==> config.mk <==
export PLATFORM = sky130hd
export DESIGN_NAME = tlsa_front
export DESIGN_NICKNAME = d
export VERILOG_FILES = /design/src/tlsa_pkg.sv /design/src/tlsa_front.sv
export SDC_FILE = /design/constraint.sdc
export NUM_CORES = 1
export LEC_CHECK = 0
export BUFFER_PORTS_ARGS = -buffer_cell sky130_fd_sc_hd__buf_2
export CELL_PAD_IN_SITES_DETAIL_PLACEMENT = 1
export CELL_PAD_IN_SITES_GLOBAL_PLACEMENT = 2
export CORE_MARGIN = 2
export CORE_UTILIZATION = 30
export CTS_CLUSTER_DIAMETER = 150
export CTS_CLUSTER_SIZE = 14
export DETAILED_ROUTE_END_ITERATION = 16
export PLACE_DENSITY = 0.9
export SYNTH_ARGS = -nofsm -noshare
export SYNTH_HDL_FRONTEND = slang
export SYNTH_SLANG_ARGS = --single-unit
==> constraint.sdc <==
create_clock -name i_clk -period 6.1 [get_ports i_clk]
set_input_delay 1.22 -clock i_clk [delete_from_list [all_inputs] [get_ports i_clk]]
set_output_delay 1.22 -clock i_clk [all_outputs]
set_load 0.05 [all_outputs]
==> src/tlsa_pkg.sv <==
// ----------------------------------------------------------------------------
// tlsa_pkg
// Shared constants, types and the saturating add for the trigram score core.
// ----------------------------------------------------------------------------
package tlsa_pkg;

    localparam int TableDepth = 17576;
    localparam int AddrW      = 15;
    localparam int EntryW     = 16;
    localparam int ScoreW     = 28;
    localparam int ByteW      = 8;
    localparam int CodeW      = 5;

    localparam int RowStride  = 676;
    localparam int ColStride  = 26;
    localparam int LetterLast = 25;
    localparam logic [ByteW-1:0] LetterBase = 8'd65;

    localparam int QueueDepth = 4;
    localparam int QueuePtrW  = 2;
    localparam int QueueCntW  = 3;

    localparam logic OP_WRITE = 1'b0;
    localparam logic OP_SCORE = 1'b1;

    localparam logic signed [ScoreW-1:0] SumHigh = 28'sd134213632;
    localparam logic signed [ScoreW:0]   SumHighWide = 29'sd134213632;
    localparam logic signed [ScoreW:0]   SumLowWide  = -29'sd134217728;

    // one command handed from the front part to the back part
    typedef struct packed {
        logic              is_write;
        logic              do_add;
        logic              last;
        logic [AddrW-1:0]  addr;
        logic [EntryW-1:0] wdata;
    } t_cmd;

    // saturating sum of the running score and one table entry
    function automatic logic signed [ScoreW-1:0] sat_add(
        input logic signed [ScoreW-1:0] sum,
        input logic signed [EntryW-1:0] entry
    );
        logic signed [ScoreW:0] w_sum;
        logic signed [ScoreW:0] w_res;
        w_sum = $signed({sum[ScoreW-1], sum}) +
                $signed({{(ScoreW+1-EntryW){entry[EntryW-1]}}, entry});
        if (w_sum > SumHighWide) begin
            w_res = SumHighWide;
        end else if (w_sum < SumLowWide) begin
            w_res = SumLowWide;
        end else begin
            w_res = w_sum;
        end
        return w_res[ScoreW-1:0];
    endfunction

endpackage

==> src/tlsa_front.sv <==
// ----------------------------------------------------------------------------
// tlsa_front
// Accepts items, keeps the two-letter window and builds table commands.
// ----------------------------------------------------------------------------
module tlsa_front (
    input  logic                                i_clk,
    input  logic                                i_rst_n,
    input  logic                                i_in_valid,
    output logic                                o_in_ready,
    input  logic                                i_opcode,
    input  logic [tlsa_pkg::ByteW-1:0]          i_text_byte,
    input  logic                                i_end_of_text,
    input  logic [tlsa_pkg::AddrW-1:0]          i_entry_index,
    input  logic signed [tlsa_pkg::EntryW-1:0]  i_entry_value,
    input  logic                                i_q_full,
    output logic                                o_push,
    output tlsa_pkg::t_cmd                      o_cmd
);

    logic                          r_older_ok;
    logic [tlsa_pkg::CodeW-1:0]    r_older_code;
    logic                          r_newer_ok;
    logic [tlsa_pkg::CodeW-1:0]    r_newer_code;
    logic [1:0]                    r_seen;

    logic                          w_accept;
    logic                          w_score;
    logic [tlsa_pkg::ByteW-1:0]    w_code;
    logic                          w_is_letter;
    logic                          w_in_range;
    logic [tlsa_pkg::AddrW-1:0]    w_index;

    assign o_in_ready  = !i_q_full;
    assign w_accept    = i_in_valid && o_in_ready;
    assign w_score     = (i_opcode == tlsa_pkg::OP_SCORE);
    assign w_code      = i_text_byte - tlsa_pkg::LetterBase;
    assign w_is_letter = (w_code <= 8'(tlsa_pkg::LetterLast));
    assign w_in_range  = (i_entry_index < 15'(tlsa_pkg::TableDepth));

    assign w_index = 15'(r_older_code) * 15'(tlsa_pkg::RowStride)
                   + 15'(r_newer_code) * 15'(tlsa_pkg::ColStride)
                   + 15'(w_code[tlsa_pkg::CodeW-1:0]);

    always_comb begin
        o_cmd.is_write = !w_score;
        o_cmd.do_add   = w_score && (r_seen == 2'd2) && r_older_ok && r_newer_ok
                         && w_is_letter;
        o_cmd.last     = w_score && i_end_of_text;
        o_cmd.addr     = w_score ? w_index : i_entry_index;
        o_cmd.wdata    = i_entry_value;
    end

    // out-of-range table writes are taken and dropped
    assign o_push = w_accept && (w_score || w_in_range);

    always_ff @(posedge i_clk) begin
        if (!i_rst_n) begin
            r_older_ok   <= 1'b0;
            r_older_code <= '0;
            r_newer_ok   <= 1'b0;
            r_newer_code <= '0;
            r_seen       <= 2'd0;
        end else if (w_accept && w_score) begin
            if (i_end_of_text) begin
                r_older_ok   <= 1'b0;
                r_older_code <= '0;
                r_newer_ok   <= 1'b0;
                r_newer_code <= '0;
                r_seen       <= 2'd0;
            end else begin
                r_older_ok   <= r_newer_ok;
                r_older_code <= r_newer_code;
                r_newer_ok   <= w_is_letter;
                r_newer_code <= w_code[tlsa_pkg::CodeW-1:0];
                if (r_seen != 2'd2) begin
                    r_seen <= r_seen + 2'd1;
                end
            end
        end
    end

endmodule

==> metrics.md <==
| Metric | Value |
|---|---|
| Global Route Usage Sum | `13.2%` |
| Worst Tran Pin Value | `1.02 ns` |
| Max cap viols | `0` |
| Initial Util | `30.4%` |
| Via count | `2057` |
| Average wire per standard cell | `13.3 um` |
| PortBufs | `48` |
| Synthesized area per cell | `8.55 um^2` |
| Post-synthesis cell count | `288` |
| Peak Freq | `170 MHz` |
| Asr flop ratio synth | `0%` |
| # H-tree levels | `1` |
| Routed Antenna Nets | `0` |
| CTS root buffer | `clkbuf_8` |
| CP Data Arrival Time | `4.66 ns` |
| Core area | `8090 um^2` |
| Startpoint types | `primary input` |
| CP max FO | `6` |
| Initial antenna violation count | `0` |
| Tightest Hold Check Type | `flop to flop` |
| Die Area | `8950 um^2` |
| Final setup viols | `0` |
| Clock skew | `0.000453 ns` |
| Share of layout cells above drive strength 1 | `23.3%` |
| Clock transition at the registers of the reported paths | `0.06 ns` |
| GRT met1 Usage | `17.0%` |
| Status | `finished, final reports clean` |
| Initial DRC Count | `62` |
| Largest family of logic cells by synthesized area | `adder cells` |
| Synth-to-Final Area Change | `11.9%` |
| Syn_nets | `387` |
| Row count | `33` |
| Hold violation count in the final report | `0` |
| Inst Count DP | `419` |
| Compound-cell area share of the yosys netlist | `18.3%` |
| Commonest cells in the netlist | `45 x ha_1, 34 x inv_1, 23 x a21oi_1` |
| Post-layout minimum cycle time | `5.88 ns` |
| Post-DP HPWL | `4.72 mm` |
| Gpl congestion | `0.738` |
| Synth area leaders | `ha_1 23%, dfxtp_1 11%, fa_1 7.3%, inv_1 5.2%, buf_4 4.9%` |
| Most frequent cell after synthesis | `ha_1` |
| Global-route wire length before repair | `9.70 mm` |
| Vias in the first global route | `2135` |
| CTS tree | `done` |
| Nature of the critical path endpoint | `primary output` |
| GR Util met3 | `1.84%` |
| Slew headroom | `31.5%` |
| Number of synthesized register bits | `14` |
| Die Height | `94.6 um` |
| WP data required | `4.88 ns` |
| Post-synth EDFFs | `0` |
| Worst-Skew Late Latency | `0.24 ns` |
| Post-synth top area cell | `ha_1` |
| IO Pins | `81` |
| Setup_tns | `0 ns` |
| Final Max Tran Viols | `0` |
| CTS Buf Count | `3` |
| PD cells | `107 nW/um^2` |
| Die span in x | `94.6 um` |
| Primary FF master, synth | `dfxtp_1` |
| Peak supply drop | `69.2 uV` |
| R2R Setup Slk | `4.93 ns` |
| Yosys cell types | `53` |
| Final Non-Filler Cells | `423` |
| Post-Synth Simple-Gate Area | `15.1%` |
| Final WL | `5.64 mm` |
| # DRC | `0` |
| CTS Sinks | `14` |
| Mux cell area share after synthesis | `5.44%` |
| Post-Synth XOR/XNOR Area | `8.18%` |
| Gr ovfl total | `0` |
| Fin nets | `418` |
| Via-to-Cell Ratio | `4.86` |
| GRT met2 Usage | `24.2%` |
| Number of fill cells | `1043` |
| Largest net degree at the start of global routing | `28` |
| DRT Pass-1 Iters | `4` |
| Crit path kind | `primary input to primary output` |
| Synth Area in Adders | `30.2%` |
| Leakage | `1.39 nW` |
| GRT Max-Usage Layer | `met2` |
| CTS max path bufs | `2` |
| Period utilization | `96.5%` |
| Ys Warns | `0` |
| Unrepaired setup endpoints after global routing | `false` |
| Post-Syn Area | `2460 um^2` |
| Share of the synthesized area in the top cell type | `22.9%` |
| Sequential share of the synthesized area | `11.4%` |
| Antenna cells | `0` |
[cell families (layout without fill, tap and decap cells)]
| logic type | count (synthesis) | count (layout) |
|---|---|---|
| and+or+nand+nor | 64 | 64 |
| AOI/OAI and AO/OA | 63 | 63 |
| buffers and inverters | 58 | 88 |
| adders and majority gates | 54 | 54 |
| xor gates and xnor gates | 23 | 23 |
| DFF | 14 | 14 |
| muxes | 12 | 12 |
[worst paths after layout]
kind	start	cells after the start	endpoint
worst min register to register	r_older_ok	2	r_older_ok
worst max register to register	r_seen[0]	5	r_seen[0]
worst min-delay path	r_older_ok	2	r_older_ok
worst max-delay path	i_text_byte[0]	16	o_cmd[30]
[what timing repair did]
item                       CTS  global route
hold buffers                 0             0
setup endpoints to repair    0             2
gates resized for setup      0             3
buffers inserted             0             0
[where the power goes]
group	total, mW	switching [mW]	internal [mW]
registers	0.0942	0.00160	0.0926
clock network	0.0883	0.0312	0.0570
logic	0.111	0.0737	0.0374
total	0.294	0.106	0.187
[critical path, cell delays in order]
cell	delay, ns
buf_2	0.14
inv_1	0.09
ha_1	0.25
xnor2_1	0.28
fa_1	0.47
inv_1	0.07
ha_1	0.16
inv_1	0.05
fa_1	0.43
nor2b_4	0.15
o31a_4	0.15
a311oi_2	0.12
a211o_1	0.36
o31a_1	0.26
o31ai_2	0.20
clkbuf_4	0.26
[registers in the layout, indices dropped and copies added, names as in the netlist]
name	count
r_older_ok	1
r_newer_ok	1
r_older_code	5
r_seen	2
r_newer_code	5
[placed cells by master (no fill, tap or decap), drive strengths merged, types with 5 or more instances in the layout]
cell    synthesis  final
nor3b           5      5
nor2            8      8
nand2          10     10
buf            17     47
o21ai           7      7
fa              9      9
nor3            9      9
a21oi          23     23
ha             45     45
xor2           11     11
nor2b          17     17
clkbuf          5      5
dfxtp          14     14
xnor2          12     12
mux2           11     11
inv            36     36
[final cells by class]
cell class / instances / area (um^2) / share of cell area, %
clock buffers: 4 / 55.1 / 2.00
inverters: 36 / 138 / 5.00
multi-input cells: 216 / 1910 / 69.2
flip-flops and latches: 14 / 282 / 10.2
well taps: 105 / 131 / 4.77
repair buffers: 48 / 243 / 8.81
[metrics by stage]
stage | power [mW] | setup WS [ns] | hold WS (ns) | instance area [um^2] | utilization (%)
floorplan | 0.205 | 0.277 | 0.480 | 2470 | -
global placement | 0.206 | 0.233 | 0.491 | 2700 | 33.3
detailed placement | 0.208 | 0.140 | 0.510 | 2700 | 33.3
CTS | 0.298 | 0.142 | 0.524 | 2750 | 34.0
global route | 0.313 | 0.0115 | 0.559 | 2760 | 34.0
finish | 0.294 | 0.216 | 0.524 | 2760 | 34.0
[layer usage]
metal  vias to the layer above  share of wire [%]  routed length, um
met1                       977                 46               2600
met5                         -                  0                  0
li1                       1045                  -                  -
met3                         2                3.2                179
met2                        33                 50               2840
met4                         0               0.30                 17
(Power assumes the default switching activity.)
