File: config.mk
export PLATFORM = sky130hd
export DESIGN_NAME = tlsa_queue
export DESIGN_NICKNAME = d
export VERILOG_FILES = /design/src/tlsa_pkg.sv /design/src/tlsa_queue.sv
export SDC_FILE = /design/constraint.sdc
export NUM_CORES = 1
export LEC_CHECK = 0
export BUFFER_PORTS_ARGS = -buffer_cell sky130_fd_sc_hd__buf_2
export CAP_MARGIN = 40
export CORE_MARGIN = 8
export CORE_UTILIZATION = 55
export CTS_BUF_LIST = sky130_fd_sc_hd__clkbuf_2
export DETAILED_ROUTE_END_ITERATION = 12
export GPL_TIMING_DRIVEN = 0
export PLACE_DENSITY = 0.74
export SYNTH_ARGS = -nofsm -noshare
export SYNTH_HDL_FRONTEND = slang
export SYNTH_SLANG_ARGS = --single-unit
File: constraint.sdc
create_clock -name i_clk -period 2.25 [get_ports i_clk]
set_clock_uncertainty 0.2 [all_clocks]
set_input_delay 0.45 -clock i_clk [delete_from_list [all_inputs] [get_ports i_clk]]
set_output_delay 0.45 -clock i_clk [all_outputs]
set_load 0.02 [all_outputs]
File: src/tlsa_pkg.sv
// ----------------------------------------------------------------------------
// tlsa_pkg
// Shared constants, types and the saturating add for the trigram score core.
// ----------------------------------------------------------------------------
package tlsa_pkg;

    localparam int TableDepth = 17576;
    localparam int AddrW      = 15;
    localparam int EntryW     = 16;
    localparam int ScoreW     = 28;
    localparam int ByteW      = 8;
    localparam int CodeW      = 5;

    localparam int RowStride  = 676;
    localparam int ColStride  = 26;
    localparam int LetterLast = 25;
    localparam logic [ByteW-1:0] LetterBase = 8'd65;

    localparam int QueueDepth = 4;
    localparam int QueuePtrW  = 2;
    localparam int QueueCntW  = 3;

    localparam logic OP_WRITE = 1'b0;
    localparam logic OP_SCORE = 1'b1;

    localparam logic signed [ScoreW-1:0] SumHigh = 28'sd134213632;
    localparam logic signed [ScoreW:0]   SumHighWide = 29'sd134213632;
    localparam logic signed [ScoreW:0]   SumLowWide  = -29'sd134217728;

    // one command handed from the front part to the back part
    typedef struct packed {
        logic              is_write;
        logic              do_add;
        logic              last;
        logic [AddrW-1:0]  addr;
        logic [EntryW-1:0] wdata;
    } t_cmd;

    // saturating sum of the running score and one table entry
    function automatic logic signed [ScoreW-1:0] sat_add(
        input logic signed [ScoreW-1:0] sum,
        input logic signed [EntryW-1:0] entry
    );
        logic signed [ScoreW:0] w_sum;
        logic signed [ScoreW:0] w_res;
        w_sum = $signed({sum[ScoreW-1], sum}) +
                $signed({{(ScoreW+1-EntryW){entry[EntryW-1]}}, entry});
        if (w_sum > SumHighWide) begin
            w_res = SumHighWide;
        end else if (w_sum < SumLowWide) begin
            w_res = SumLowWide;
        end else begin
            w_res = w_sum;
        end
        return w_res[ScoreW-1:0];
    endfunction

endpackage

File: src/tlsa_queue.sv
// ----------------------------------------------------------------------------
// tlsa_queue
// Short command queue between the front and back parts.
// ----------------------------------------------------------------------------
module tlsa_queue (
    input  logic           i_clk,
    input  logic           i_rst_n,
    input  logic           i_push,
    input  tlsa_pkg::t_cmd i_cmd,
    output logic           o_full,
    input  logic           i_pop,
    output logic           o_empty,
    output tlsa_pkg::t_cmd o_head
);

    tlsa_pkg::t_cmd                  r_slot [tlsa_pkg::QueueDepth];
    logic [tlsa_pkg::QueuePtrW-1:0]  r_wr_ptr;
    logic [tlsa_pkg::QueuePtrW-1:0]  r_rd_ptr;
    logic [tlsa_pkg::QueueCntW-1:0]  r_count;
    logic [tlsa_pkg::QueueCntW-1:0]  n_count;

    assign o_full  = (r_count == 3'(tlsa_pkg::QueueDepth));
    assign o_empty = (r_count == '0);
    assign o_head  = r_slot[r_rd_ptr];

    always_comb begin
        n_count = r_count;
        if (i_push && !i_pop) begin
            n_count = r_count + 3'd1;
        end else if (i_pop && !i_push) begin
            n_count = r_count - 3'd1;
        end
    end

    always_ff @(posedge i_clk) begin
        if (i_push) begin
            r_slot[r_wr_ptr] <= i_cmd;
        end
    end

    always_ff @(posedge i_clk) begin
        if (!i_rst_n) begin
            r_wr_ptr <= '0;
            r_rd_ptr <= '0;
            r_count  <= '0;
        end else begin
            if (i_push) begin
                r_wr_ptr <= r_wr_ptr + 2'd1;
            end
            if (i_pop) begin
                r_rd_ptr <= r_rd_ptr + 2'd1;
            end
            r_count <= n_count;
        end
    end

endmodule

==> impl_metrics.py, run 1 <==
metrics = {
    "synth": {
        "synth.yosys.seq_area_share_pct": 78.96,
        "yosys_warnings": 0,
        "synth.distinct_cells": 22,
        "synth_common_cells": "edfxtp_1, mux4_2, and2_1, dfxtp_1, ha_1",
        "synth_edf_count": 136,
        "synth_top_area_share_pct": 75.63,
        "ys_seq_elements": 145,
        "syn_inst": 221,
        "avgSynthCellArea_um2": 24.44,
        "ys_top_cells_by_area": "edfxtp_1, mux4_2, dfxtp_1, mux4_1, ha_1",
        "yosysMostFrequentCell": "edfxtp_1",
        "synth_async_sr_flop_share_pct": 0,
        "synthFlopType": "edfxtp_1",
        "syn_area_um2": 5400,
        "syn-num-nets": 265,
        "synth_top_area_cell": "edfxtp_1",
    },
    "layout": {
        "syn_to_final_growth_pct": 29.10,
        "num_antenna_cells": 0,
        "nets": 404,
        "instances_no_fill": 505,
        "final_cell_area_um2": 6972,
        "drive_above_1_share_pct": 42.47,
        "post-route-util_pct": 72.33,
    },
    "power_and_ir_drop": {
        "power_frac_seq_pct": 57.1,
        "internal-power_uw": 4216,
        "p_leak_uw": 0.002457,
        "p_comb_share_pct": 17.1,
        "powerDensity_nw_per_um2": 788.4,
        "switching_share_pct": 23.29,
        "clockPowerShare_pct": 25.8,
        "switching_power_uw": 1280,
        "irDropWorstVdd_v": 0.0003998,
    },
    "place": {
        "dp_hpwl_um": 5857,
        "globalplace.congestion": 0.6629,
        "port_buffers": 73,
        "post-place-cells": 431,
        "place_ws_ps": 93.62,
        "dpl_cell_area_um2": 6025,
    },
    "floorplan": {
        "ios": 74,
        "start_util_pct": 56.02,
        "dieArea_um2": 13250,
        "die_h_um": 115.1,
        "core_area_um2": 9639,
        "row_count": 36,
        "chipWidth_um": 115.1,
    },
    "critical_path": {
        "cp_slowest_cell": "mux4_2",
        "max_stage_delay_ps": 500,
        "cp-start-kind": "flop",
        "end_kind": "output port",
        "worst-endpoint-required_ps": 1600,
        "cp_num_buf_inv": 3,
        "crit_arrival_ps": 1980,
        "critPathKind": "reg2out",
        "cp_top_family": "multiplexers",
        "worstReg2RegStart": "r_wr_ptr[0]$_SDFFE_PN0P_",
        "crit_chain": "buf_12 -> clkbuf_16 -> mux4_2 -> buf_6",
        "crit_fanout": 5,
    },
    "drt": {
        "antenna_left": 0,
        "wl_per_cell_um": 19.45,
        "route.detailed.drc": 0,
        "routed_via_density": 5.196,
        "vias": 2624,
        "drt_iter0_drc": 99,
        "totalWireLength_um": 9823,
        "first_pass_iters": 4,
    },
    "timing": {
        "tns_ps": -12270,
        "timing.fmax_ghz": 0.3802,
        "fin_crit_ps": 2630,
        "worst-slew-pin-transition_ps": 461.6,
        "slew-limit-headroom_pct": 69.23,
        "fin_crit_sh_pct": 116.9,
        "hold_viol": 0,
        "rsz0062_at_grt": "true",
        "finalSetupViolations": 34,
        "slew_viol_final": 0,
        "setup_slack_ps": -380.2,
    },
    "clocking": {
        "clk_pin_slew_ps": 170,
        "cts_tree": "done",
        "clk_latency_ps": 640,
        "clock_sinks": 145,
        "cts_buffers": 17,
        "htreeDepth": 4,
        "cts_buffer_depth": 2,
        "cts_root_buf": "clkbuf_2",
    },
    "global_routing": {
        "grt_util_all_layers_pct": 15.76,
        "grt-ovfl-total": 0,
        "grt_pass1_wl_um": 15060,
        "grt_max_degree": 30,
        "antenna_found_initial": 0,
        "first_global_vias": 2888,
    },
    "status": {
        "outcome": "complete, but fails checks",
        "violations": "setup timing",
    },
    "worst_hold_path": {
        "hold_start": "r_count[2]$_SDFFE_PN0P_",
        "hp-class": "reg2reg",
    },
    "job": {
        "max_cap_viol_count": 0,
    },
}
-- cell families after synthesis --
kind of cell | after synthesis | synth area share (%)
flip-flops | 145 | 78.96
buffers and inverters | 12 | 1.946
XOR/XNOR | 5 | 0.8111
adder cells (fa/ha/maj) | 6 | 1.529
multiplexers | 36 | 14.83
AO/OA/AOI/OAI | 2 | 0.2317
AND/OR/NAND/NOR | 15 | 1.691
-- cell type report --
class / instances / area, µm²
Clock buffer: 22 / 110.1
Tap cell: 133 / 166.4
Fill cell: 612 / 2668
Clock inverter: 9 / 115.1
Sequential cell: 145 / 4269
Inverter: 4 / 15.01
Buffer: 7 / 102.6
Multi-Input combinational cell: 64 / 1021
Timing Repair Buffer: 121 / 1172
-- worst reg2reg max path, delay by kind of cell (launching register included) --
family                   cells  cell delay [ps]
AND/OR/NAND/NOR              1              440
flip-flops                   1              420
buffers and inverters        1              240
adder cells (fa/ha/maj)      1              160
-- timing repair --
item,CTS,global route
hold endpoints to repair,145,0
hold buffers,37,0
endpoints found under the setup margin,34,34
setup buffers,2,1
gates cloned,1,3
resized for setup,38,46
-- power groups by stage --
stage               clock network, µW  registers, µW  logic [µW]
floorplan                           0           3180         463
global placement                    0           3190         679
detailed placement                  0           3190         713
CTS                              1460           3140         839
global route                     1580           3150         998
finish                           1420           3140         940
-- per-stage QoR --
stage | total power, µW | hold WS, ps
global placement | 3867 | 294.8
detailed placement | 3904 | 297.2
floorplan | 3644 | 272.4
global route | 5729 | 245.7
CTS | 5435 | 274.1
finish | 5497 | 319.1
-- state kept, by name, summed over array words and instances (netlist names), named ones only --
| signal | count |
|---|---|
| r_slot | 136 |
| r_count | 3 |
| r_rd_ptr | 2 |
| r_wr_ptr | 2 |
-- layer usage --
metal | wire, µm | global-route usage, % | vias up
met5 | 0 | 0 | -
met4 | 184 | 6.830 | 0
met3 | 501 | 5.935 | 17
met2 | 5316 | 27.16 | 71
met1 | 3820 | 17.07 | 1334
li1 | - | - | 1202
-- final timing paths --
path / cells after the start / slack [ps] / to
min: 2 / 320 / r_count[2]$_SDFFE_PN0P_
max reg2reg: 3 / 500 / r_slot[3][13]$_DFFE_PP_
max: 4 / -380 / o_head[12]
min reg2reg: 2 / 320 / r_count[2]$_SDFFE_PN0P_
-- cells in the final DEF, fill, tap and decap left out, drive strengths merged --
| cell | synthesis | layout |
|---|---|---|
| edfxtp | 136 | 136 |
| buf | 7 | 88 |
| dlygate4sd3 | 0 | 37 |
| mux4 | 34 | 34 |
| clkbuf | 1 | 25 |
| dfxtp | 9 | 9 |
| and2 | 9 | 9 |
| clkinv | 0 | 6 |
| ha | 5 | 5 |
| inv | 4 | 4 |
| xor2 | 3 | 3 |
| bufinv | 0 | 3 |
| xnor2 | 2 | 2 |
| mux2i | 2 | 2 |
| nor2b | 2 | 2 |
| nor3b | 1 | 1 |
| nor3 | 1 | 1 |
| nand2 | 1 | 1 |
| o21ai | 1 | 1 |
| or3 | 1 | 1 |
| a21boi | 1 | 1 |
| fa | 1 | 1 |
Power figures use the tool's default switching activity.
==> run 2: changes to the inputs <==
- REMOVE_ABC_BUFFERS: not set -> 1
==> run 2 against run 1 <==
Compared with the run above:
- the flow still finishes with violations (setup timing)
- sequential cell count is the same
- non-clock buffer count shrank 9
- critical path depth shrank 1
- cell count decreased by 1.8%
- wire length fell by 1.1%
- highest routed layer unchanged
==> impl_metrics.py, run 2 (synthesis results as in run 1) <==
metrics = {
    "critical_path": {
        "crit_arrival_ps": 2010,
        "max_stage_delay_ps": 550,
        "crit_chain": "buf_12 -> mux4_2 -> buf_6",
        "end_kind": "output port",
        "cp-start-kind": "flop",
        "worst-endpoint-required_ps": 1600,
        "crit_fanout": 17,
        "critPathKind": "reg2out",
        "cp_slowest_cell": "mux4_2",
    },
    "clocking": {
        "cts_root_buf": "clkbuf_2",
        "cts_tree": "done",
        "clk_latency_ps": 650,
        "cts_buffers": 17,
        "clk_pin_slew_ps": 200,
        "cts_buffer_depth": 2,
        "clock_sinks": 145,
        "htreeDepth": 4,
    },
    "power_and_ir_drop": {
        "p_leak_uw": 0.002355,
        "power_uw": 5462,
        "switching_share_pct": 24.64,
        "power_frac_seq_pct": 57.7,
        "switching_power_uw": 1346,
        "powerDensity_nw_per_um2": 806.1,
        "clockPowerShare_pct": 27.5,
        "irDropWorstVdd_v": 0.0005340,
        "p_comb_share_pct": 14.9,
        "internal-power_uw": 4117,
    },
    "worst_hold_path": {
        "hp-class": "reg2reg",
    },
    "floorplan": {
        "die_h_um": 115.1,
        "row_count": 36,
        "dieArea_um2": 13250,
        "start_util_pct": 56.02,
        "core_area_um2": 9639,
        "chipWidth_um": 115.1,
        "ios": 74,
    },
    "place": {
        "dpl_cell_area_um2": 6007,
        "dp_hpwl_um": 5876,
        "globalplace.congestion": 0.6716,
        "post-place-cells": 425,
        "port_buffers": 73,
    },
    "timing": {
        "slew-limit-headroom_pct": 64.25,
        "fin_crit_ps": 2657,
        "worst-slew-pin-transition_ps": 536.3,
        "finalSetupViolations": 34,
        "setup_slack_ps": -406.5,
        "slew_viol_final": 0,
        "holdWs_ps": 310.8,
        "hold_viol": 0,
        "timing.fmax_ghz": 0.3764,
        "fin_crit_sh_pct": 118.1,
        "rsz0062_at_grt": "true",
    },
    "global_routing": {
        "grt-ovfl-total": 0,
        "grt_pass1_wl_um": 15120,
        "grt_max_degree": 21,
        "met2_usage_pct": 27.28,
        "first_global_vias": 2897,
        "met1_usage_pct": 17.45,
        "antenna_found_initial": 0,
        "grt_util_all_layers_pct": 15.73,
        "grtUsageMet3_pct": 5.515,
        "busiest_layer": "met2",
    },
    "status": {
        "violations": "setup timing",
        "outcome": "complete, but fails checks",
    },
    "drt": {
        "first_pass_iters": 4,
        "route.detailed.drc": 0,
        "drt_iter0_drc": 128,
        "antenna_left": 0,
        "wl_per_cell_um": 19.59,
        "totalWireLength_um": 9715,
        "vias": 2603,
        "routed_via_density": 5.248,
    },
    "layout": {
        "nFillCells": 638,
        "drive_above_1_share_pct": 41.87,
        "nets": 395,
        "instances_no_fill": 496,
        "final_cell_mix": "edfxtp_1, buf_2, dlygate4sd3_1",
        "syn_to_final_growth_pct": 25.49,
        "reg_top3": "r_slot x136, r_count x3",
        "final_cell_area_um2": 6777,
        "final_common_cell": "edfxtp_1",
        "post-route-util_pct": 70.30,
        "largest_register": "r_slot",
        "num_antenna_cells": 0,
        "largest_reg_flops": 136,
    },
    "job": {
        "max_cap_viol_count": 0,
    },
}
## run 2: cell count changes in the layout (fill, tap and decap cells not counted), sizes merged
cell,delta
clkinvlp,+4
dlygate4sd3,+1
buf,-8
clkbuf,-6
## run 2: power by group through the flow
stage / logic (µW) / clock network [µW] / registers, µW
6_report: 812 / 1500 / 3150
3_5_place_dp: 675 / 0 / 3230
2_1_floorplan: 393 / 0 / 3220
4_1_cts: 763 / 1550 / 3150
5_1_grt: 869 / 1670 / 3160
3_3_place_gp: 595 / 0 / 3250
## run 2: repair_timing
item	in CTS	in global routing
gates cloned	0	1
hold buffers	38	0
resized for setup	7	29
buffers inserted	1	0
pin swaps	0	0
setup endpoints to repair	34	35
endpoints found under the hold margin	145	0
## run 2: metal layers
layer,wire [µm],vias up
li1,-,1189
met3,607,4
met1,3774,1335
met5,0,-
met2,5279,75
met4,54,0
## run 2: stage by stage
stage                     setup TNS (ps)  worst slack (ps)
final                             -12640            -406.5
after global routing              -17800            -567.9
after CTS                         -15340            -492.0
after detailed placement           -3276            -247.7
after global placement           -100950             -1370
after floorplan                   -20980            -696.5
## run 2: final cells by class
cell class | instances | area, µm² | share of cell area [%]
Clock buffer | 18 | 90.09 | 1.329
Clock inverter | 13 | 165.2 | 2.437
Inverter | 4 | 15.01 | 0.2216
Multi-Input combinational cell | 64 | 1025 | 15.12
Sequential cell | 145 | 4273 | 63.05
Tap cell | 133 | 166.4 | 2.456
Timing Repair Buffer | 119 | 1042 | 15.38
## run 2: path summary, 6_finish.rpt
kind	start	to	slack, ps	cells after the start
worst max-delay path	flop	o_head[0]	-410	3
worst min register to register	r_count[2]$_SDFFE_PN0P_	r_count[2]$_SDFFE_PN0P_	310	2
worst min-delay path	r_count[2]$_SDFFE_PN0P_	r_count[2]$_SDFFE_PN0P_	310	2
worst max register to register	r_wr_ptr[0]$_SDFFE_PN0P_	r_slot[2][11]$_DFFE_PP_	420	4
## run 2: worst max-delay path, delay by kind of cell (launching register included)
| family | cells | cell delay (ps) |
|---|---|---|
| buffers and inverters | 2 | 350 |
| multiplexers | 1 | 550 |
| flip-flops | 1 | 450 |
